`src/rtl/elpid_pkg.sv`:
```
package elpid_pkg;

  localparam int unsigned DivW  = 50;
  localparam int unsigned ProdW = 50;

  localparam logic signed [15:0] OneQ14     = 16'sd16384;
  localparam logic signed [15:0] HalfTurn   = 16'sd11520;
  localparam logic signed [15:0] FullTurn   = 16'sd23040;
  localparam logic [14:0]        DegrThrust = 15'd11468;
  localparam logic [31:0]        MsPerS     = 32'd1000;
  localparam logic [31:0]        NormDeg    = 32'd90;

  localparam logic [1:0] ModeDisarm   = 2'd0;
  localparam logic [1:0] ModeDirect   = 2'd1;
  localparam logic [1:0] ModeDegraded = 2'd2;
  localparam logic [1:0] ModeNormal   = 2'd3;

  localparam logic [2:0] RegGainProp  = 3'd0;
  localparam logic [2:0] RegGainInteg = 3'd1;
  localparam logic [2:0] RegGainDeriv = 3'd2;
  localparam logic [2:0] RegIntLimit  = 3'd3;
  localparam logic [2:0] RegLiftLimit = 3'd4;
  localparam logic [2:0] RegYawLimit  = 3'd5;
  localparam logic [2:0] RegDeadband  = 3'd6;

  typedef struct packed {
    logic                   start;
    logic                   by_const;
    logic                   by_ms;
    logic signed [DivW-1:0] num;
    logic [31:0]            den;
  } div_req_t;

endpackage

```
`src/rtl/elpid_div.sv`:
```
module elpid_div (
  input  logic                               clk_i,
  input  logic                               rst_ni,
  input  elpid_pkg::div_req_t                req_i,
  output logic                               done_o,
  output logic signed [elpid_pkg::DivW-1:0]  quot_o
);
  import elpid_pkg::*;

  localparam int unsigned CntW = $clog2(DivW + 1);
  // three 16-bit digits, each a digit step and a remainder step
  localparam int unsigned ConstSteps = 6;
  // ceil(2^36 / d), exact for every digit step below d * 2^16
  localparam logic [29:0] RecipMs  = 30'd68719477;
  localparam logic [29:0] RecipDeg = 30'd763549742;

  logic            busy_q, done_q, neg_q, cst_q, ms_q;
  logic [CntW-1:0] cnt_q;
  logic [32:0]     rem_q;
  logic [31:0]     den_q;
  logic [DivW-1:0] q_q;
  logic [15:0]     dig_q;
  logic [32:0]     rem_sh;
  logic            fits;
  logic [25:0]     part, back;
  logic [9:0]      dvs;
  logic [55:0]     prod;

  assign rem_sh = {rem_q[31:0], q_q[DivW-1]};
  assign fits   = rem_sh >= {1'b0, den_q};
  assign part   = {rem_q[9:0], q_q[47:32]};
  assign dvs    = ms_q ? MsPerS[9:0] : NormDeg[9:0];
  assign prod   = 56'(part) * 56'(ms_q ? RecipMs : RecipDeg);
  assign back   = part - 26'(dig_q) * 26'(dvs);

  always_ff @(posedge clk_i or negedge rst_ni) begin
    if (!rst_ni) begin
      busy_q <= 1'b0;
      done_q <= 1'b0;
      cnt_q  <= '0;
    end else begin
      done_q <= 1'b0;
      if (req_i.start) begin
        busy_q <= 1'b1;
        cnt_q  <= req_i.by_const ? CntW'(ConstSteps) : CntW'(DivW);
      end else if (busy_q) begin
        cnt_q <= cnt_q - 1'b1;
        if (cnt_q == CntW'(1)) begin
          busy_q <= 1'b0;
          done_q <= 1'b1;
        end
      end
    end
  end

  always_ff @(posedge clk_i) begin
    if (req_i.start) begin
      neg_q <= req_i.num[DivW-1];
      q_q   <= req_i.num[DivW-1] ? DivW'(-req_i.num) : req_i.num;
      rem_q <= '0;
      den_q <= req_i.den;
      cst_q <= req_i.by_const;
      ms_q  <= req_i.by_ms;
    end else if (busy_q) begin
      if (!cst_q) begin
        rem_q <= fits ? rem_sh - {1'b0, den_q} : rem_sh;
        q_q   <= {q_q[DivW-2:0], fits};
      end else if (!cnt_q[0]) begin
        dig_q <= prod[51:36];
      end else begin
        rem_q <= {23'd0, back[9:0]};
        q_q   <= DivW'({q_q[31:0], dig_q});
      end
    end
  end

  assign done_o = done_q;
  assign quot_o = neg_q ? -$signed(q_q) : $signed(q_q);

endmodule

```
`config.mk`:
```
export PLATFORM = sky130hd
export DESIGN_NAME = elpid_div
export DESIGN_NICKNAME = d
export VERILOG_FILES = /design/src/rtl/elpid_pkg.sv /design/src/rtl/elpid_div.sv
export SDC_FILE = /design/constraint.sdc
export NUM_CORES = 1
export LEC_CHECK = 0
export ABC_CLOCK_PERIOD_IN_PS = 8390
export BUFFER_PORTS_ARGS = -buffer_cell sky130_fd_sc_hd__buf_2
export CAP_MARGIN = 0
export CELL_PAD_IN_SITES_DETAIL_PLACEMENT = 0
export CELL_PAD_IN_SITES_GLOBAL_PLACEMENT = 1
export CORE_UTILIZATION = 51
export CTS_BUF_LIST = sky130_fd_sc_hd__clkbuf_16
export DETAILED_ROUTE_END_ITERATION = 8
export PLACE_DENSITY = 0.84
export SETUP_SLACK_MARGIN = 0.1
export SYNTH_ARGS = -nofsm -noshare
export SYNTH_HDL_FRONTEND = slang
export SYNTH_SLANG_ARGS = --single-unit
```
`constraint.sdc`:
```
create_clock -name clk_i -period 8.39 [get_ports clk_i]
set_clock_uncertainty 0.1 [all_clocks]
set_input_delay 0 -clock clk_i [delete_from_list [all_inputs] [get_ports clk_i]]
set_output_delay 0 -clock clk_i [all_outputs]
set_load 0.01 [all_outputs]
```
==> impl_metrics.yaml, run 1 <==
timing:
  drv_slew: 0
  finalHoldViolCount: 0
  whs_ps: 88.0
  setup_ws_ps: 586
  tns_ps: 0
  tightestPinTransition_ps: 1060
  period_share_pct: 93.0
  layout_min_cycle_time_ps: 7800
  timing.fmax_mhz: 128
  max_slew_margin_pct: 29.0
  setup_violations: 0
  grt_setup_unrepaired: "no"
clock_network:
  cts_tree: "built"
  clk_pin_slew_worst_paths_ps: 70
  clockBufferDepth: 2
  insertion_delay_ps: 440
  htreeDepth: 4
  cts.sinks: 141
  numCtsBuffers: 17
  cts-root-buf: "clkbuf_16"
routing:
  antenna_left: 0
  drt_first_pass_iters: 5
  first_iter_violations: 1441
  wl_um: 78800
  drc: 0
  vias: 20400
  routed_via_density: 5.35
  routedWlPerCell_um: 20.7
critical_path:
  crit_type: "reg -> reg"
  rr_worst_depth: 25
  cp_common_cell: "fa_1"
  cp_max_fo: 75
  cp.required_ps: 8480
  startpoint_type: "flip-flop"
  slowest_stage: "fa_1"
  worst_setup_path_end_kind: "flip-flop"
  arrival_ps: 7890
  max_stage_delay_ps: 580
global_route:
  antenna_found_initial: 3
  grt_pass1_wl_um: 123000
  overflow: 0
  grt_pass1_vias: 21800
  grt_max_degree: 110
  grt.total_usage_pct: 30.4
logic_synthesis:
  synth_top_cell_by_area: "fa_1"
  syn_area_per_cell_um2: 9.48
  ys_types: 68
  yosysTopAreaCellShare_pct: 31.5
  synth_edf_count: 101
  async_reset_ff_share_pct: 5.67
  yosysWarningCount: 0
  seq_area_frac_synth_pct: 14.3
  ys_ff_latch: 141
  synthCells: 2866
  ys_top_cells_by_area: "fa_1 32%, ha_1 18%, edfxtp_1 11%, inv_1 11%, xnor2_1 4.6%"
  synth_flop_cell: "edfxtp_1"
  syn_area_um2: 27200
worst_hold_path:
  min_path_type: "in -> reg"
  min_path_cells: 3
place:
  dp_hpwl_um: 67700
  dp.cells: 3690
  preCtsSetupSlack_ps: 512
  gp_congestion: 0.984
  io_buffers: 137
cells_and_area:
  final_common_cell: "inv_1"
  fillers: 4675
  final_cells: 3812
  final_cell_mix: "785 x inv_1, 428 x fa_1, 385 x ha_1, 183 x nand2_1, 142 x xnor2_1"
  area_growth_pct: 11.8
  fin_nets: 4009
  drive_gt1_share_pct: 7.85
floorplanning:
  dieArea_um2: 54200
  start_util_pct: 51.6
  die_x_um: 233
  fp-row-count: 84
  io_pins: 138
  core_area_um2: 52700
  die_h_um: 233
outcome:
  status: "complete, no violations"
run:
  cap_violations: 0
-- sequential cells by signal, indices dropped and copies added, names as in the netlist --
register and count:
cnt_q 6, rem_q 32, ms_q 1, q_q 50, done_o 1, busy_q 1, neg_q 1, dig_q 16
cst_q 1, den_q 32
-- synth_stat cells, types with 11 or more instances --
library cell and number:
inv_1 784, fa_1 428, ha_1 385, nand2_1 183
xnor2_1 142, o21ai_0 130, edfxtp_1 101, a21oi_1 83
nor2_1 67, clkbuf_1 60, mux2i_1 46, o31ai_1 42
xor2_1 37, nand2b_1 36, dfxtp_1 32, or3_1 23
a211oi_1 21, a21o_1 18, o41ai_1 16, nor3_1 15
nand3_1 14, nor2b_1 14, and2_1 12, o211ai_1 12
or2_2 12, a32oi_1 11, nand4_1 11, o21a_1 11
-- layer usage --
| layer | wire length (um) | share of wire (%) | global-route usage [%] | vias to the layer above |
|---|---|---|---|---|
| met3 | 4470 | 5.7 | 3.96 | 94 |
| met5 | 0 | 0 | 0 | - |
| met4 | 2150 | 2.7 | 8.72 | 0 |
| met1 | 33700 | 43 | 39.8 | 10200 |
| met2 | 38500 | 49 | 52.3 | 602 |
| li1 | - | - | - | 9533 |
-- cell type report --
class                           instances  area (um2)  share of cell area (%)
Antenna cell                            2        5.00                  0.0165
Clock inverter                         15         138                   0.453
Clock buffer                           17         425                    1.40
Sequential cell                       141        3870                    12.8
Inverter                              786        2950                    9.71
Tap cell                              688         861                    2.83
Multi-Input combinational cell       1892       20200                    66.5
Timing Repair Buffer                  271        1930                    6.34
-- stage by stage --
| stage | cell area, um2 | utilization, % |
|---|---|---|
| after floorplan | 27300 | - |
| after global placement | 28900 | 54.9 |
| after detailed placement | 28900 | 54.9 |
| after CTS | 30400 | 57.7 |
| after global routing | 30400 | 57.7 |
| final | 30400 | 57.7 |
-- critical path, delay by kind of cell, from the launching register on --
kind / cells / cell delay, ps
fa+ha+maj: 8 / 3870
buf+inv: 7 / 970
xor+xnor: 1 / 100
compound gates: 8 / 1780
flops: 1 / 370
simple gates: 1 / 300
-- worst paths after layout --
kind	start	slack (ps)	endpoint
worst min-delay path	req_i[74]	90	q_q[42]$_DFFE_PP_
worst max register to register	ms_q$_DFFE_PP_	590	dig_q[10]$_DFFE_PP_
min in group asynchronous	rst_ni	430	cnt_q[0]$_DFFE_PN0P_
max in group asynchronous	rst_ni	7480	busy_q$_DFF_PN0_
worst min register to register	rem_q[31]$_SDFFE_PP0P_	390	rem_q[31]$_SDFFE_PP0P_
worst max-delay path	ms_q$_DFFE_PP_	590	dig_q[10]$_DFFE_PP_
-- kinds of logic after synthesis --
family                     share of synthesized area [%]
AOI/OAI and AO/OA                                   9.19
adders and majority gates                           49.3
muxes                                               1.94
DFF                                                 14.3
other                                             0.0276
and+or+nand+nor                                     7.72
buffers and inverters                               11.9
xor gates and xnor gates                            5.77
-- timing repair --
action,in CTS,in global routing
hold buffers,88,0
setup buffers,0,0
setup endpoints to repair,0,3
endpoints found under the hold margin,131,0
resized for setup,0,2
Power of run 1 is left out: the tool's default activity adds up to more than one toggle a clock period on the data nets, which glitch-free logic cannot reach.
==> run 2: changes to the inputs <==
--- a/config.mk
+++ b/config.mk
@@ -13,8 +13,10 @@
 export CORE_UTILIZATION = 51
 export CTS_BUF_LIST = sky130_fd_sc_hd__clkbuf_16
 export DETAILED_ROUTE_END_ITERATION = 8
+export MAX_ROUTING_LAYER = met4
 export PLACE_DENSITY = 0.84
 export SETUP_SLACK_MARGIN = 0.1
 export SYNTH_ARGS = -nofsm -noshare
 export SYNTH_HDL_FRONTEND = slang
 export SYNTH_SLANG_ARGS = --single-unit
+export TNS_END_PERCENT = 10
==> run 2 against run 1 <==
Net effect:
- critical path depth stayed put
- highest routed layer unchanged
- worst hold slack worse by 69 ps
- non-clock buffer count is 5 lower
- via count hardly changed
- global-route usage is 0.69 points higher
- register-to-register slack worse by 210 ps
- final cell count is 0.16% lower
- setup slack worse by 210 ps
- sequential share of layout area hardly changed
- fmax is 2.6% lower
- die area stayed put
- largest cell class unchanged
==> impl_metrics.yaml, run 2 (synthesis gave the netlist of run 1 again) <==
cells_and_area:
  area_growth_pct: 11.6
  fin_nets: 4004
  top_register: "q_q"
  final_common_cell: "inv_1"
  largest_register_ffs: 50
  final_cell_mix: "784 x inv_1, 428 x fa_1, 385 x ha_1, 183 x nand2_1, 142 x xnor2_1"
  reg_top3: "q_q x50, den_q x32, rem_q x32"
  drive_gt1_share_pct: 7.86
  multi_input_area_um2: 20200
  area.sequential_um2: 3870
  fillers: 4697
floorplanning:
  die_h_um: 233
  die_x_um: 233
  fp-row-count: 84
  io_pins: 138
  start_util_pct: 51.6
  core_area_um2: 52700
  dieArea_um2: 54200
timing:
  grt_setup_unrepaired: "yes"
  max_slew_margin_pct: 30.6
  whs_ps: 19.0
  timing.fmax_mhz: 125
  layout_min_cycle_time_ps: 8020
  setup_violations: 0
  tightestPinTransition_ps: 1030
  drv_slew: 0
  tns_ps: 0
  period_share_pct: 95.5
  finalHoldViolCount: 0
clock_network:
  htreeDepth: 4
  numCtsBuffers: 17
  clk_pin_slew_worst_paths_ps: 60
  cts_setup_buffers: 0
  cts_tree: "built"
  clockBufferDepth: 2
  cts.sinks: 141
  insertion_delay_ps: 440
  cts-root-buf: "clkbuf_16"
global_route:
  grt_use_met1_pct: 40.6
  grt_pass1_vias: 21600
  grt_max_degree: 106
  overflow: 0
  grt-busiest-layer: "met2"
  grt.total_usage_pct: 31.0
  grt_pass1_wl_um: 123000
  use_met3_pct: 3.50
  antenna_found_initial: 5
  globalRouteMet2Util_pct: 51.3
routing:
  routed_via_density: 5.36
  antenna_left: 0
  drc: 0
  routedWlPerCell_um: 20.7
  vias: 20400
  wl_um: 78700
  first_iter_violations: 1400
  drt_first_pass_iters: 5
critical_path:
  arrival_ps: 8080
  cp_common_cell: "fa_1"
  reg2reg_slack_ps: 370
  max_stage_delay_ps: 590
  slowest_stage: "o311ai_0"
  cp_max_fo: 75
  timing.rr.end: "dig_q[15]$_DFFE_PP_"
  r2r_start: "ms_q$_DFFE_PP_"
  rr_worst_depth: 25
  cp.required_ps: 8460
  crit_type: "reg -> reg"
  crit_family: "adder cells"
  path_buf_inv: 7
  startpoint_type: "flip-flop"
  worst_setup_path_end_kind: "flip-flop"
run:
  cap_violations: 0
place:
  gp_congestion: 1.00
  dp_hpwl_um: 67400
  io_buffers: 137
worst_hold_path:
  min_path_cells: 4
  min_path_type: "in -> reg"
  hp-start: "req_i[55]"
  min_to: "q_q[23]$_DFFE_PP_"
outcome:
  status: "complete, no violations"
==> run 2: routing by layer <==
layer	up-vias	wire [um]	part of all wire, %
li1	9512	-	-
met1	10200	34500	44
met2	561	38300	49
met3	93	3940	5.0
met4	0	1950	2.5
met5	-	0	0
==> run 2: worst min-delay path: stages <==
cell and delay, ps:
buf_2 170, xnor2_1 160, nand2_1 40, o21ai_0 70
==> run 2: final cells by class <==
type / instances / area share (%)
timing repair buffer: 266 / 6.20
tap: 688 / 2.84
multi-input combinational: 1892 / 66.6
antenna: 1 / 0.00825
clock buffer: 17 / 1.40
clock inverter: 15 / 0.458
sequential: 141 / 12.8
inverter: 786 / 9.73
==> run 2: metrics by stage <==
| stage | cell area (um2) | cells | setup WS [ps] | util, % |
|---|---|---|---|---|
| floorplan | 27300 | 2890 | 842 | - |
| global placement | 28900 | 3688 | 571 | 54.9 |
| detailed placement | 28900 | 3688 | 364 | 54.9 |
| CTS | 30300 | 3805 | 359 | 57.6 |
| global route | 30300 | 3806 | 20.5 | 57.6 |
| finish | 30300 | 3806 | 374 | 57.6 |
==> run 2: repair_timing <==
| action | 4_1_cts | 5_1_grt |
|---|---|---|
| endpoints found under the hold margin | 94 | 0 |
| setup endpoints to repair | 0 | 3 |
| hold buffers | 85 | 0 |
| gates resized for setup | 0 | 2 |
==> run 2: worst max path at each step <==
stage,from,depth (start not counted),to
final,ms_q$_DFFE_PP_,25,dig_q[15]$_DFFE_PP_
after global routing,ms_q$_DFFE_PP_,25,dig_q[15]$_DFFE_PP_
after global placement,rem_q[8]$_SDFFE_PP0P_,23,dig_q[15]$_DFFE_PP_
after detailed placement,q_q[36]$_DFFE_PP_,26,dig_q[15]$_DFFE_PP_
after floorplan,ms_q$_DFFE_PP_,27,dig_q[15]$_DFFE_PP_
after CTS,q_q[36]$_DFFE_PP_,26,dig_q[15]$_DFFE_PP_
Power of run 2 is left out for the same reason.
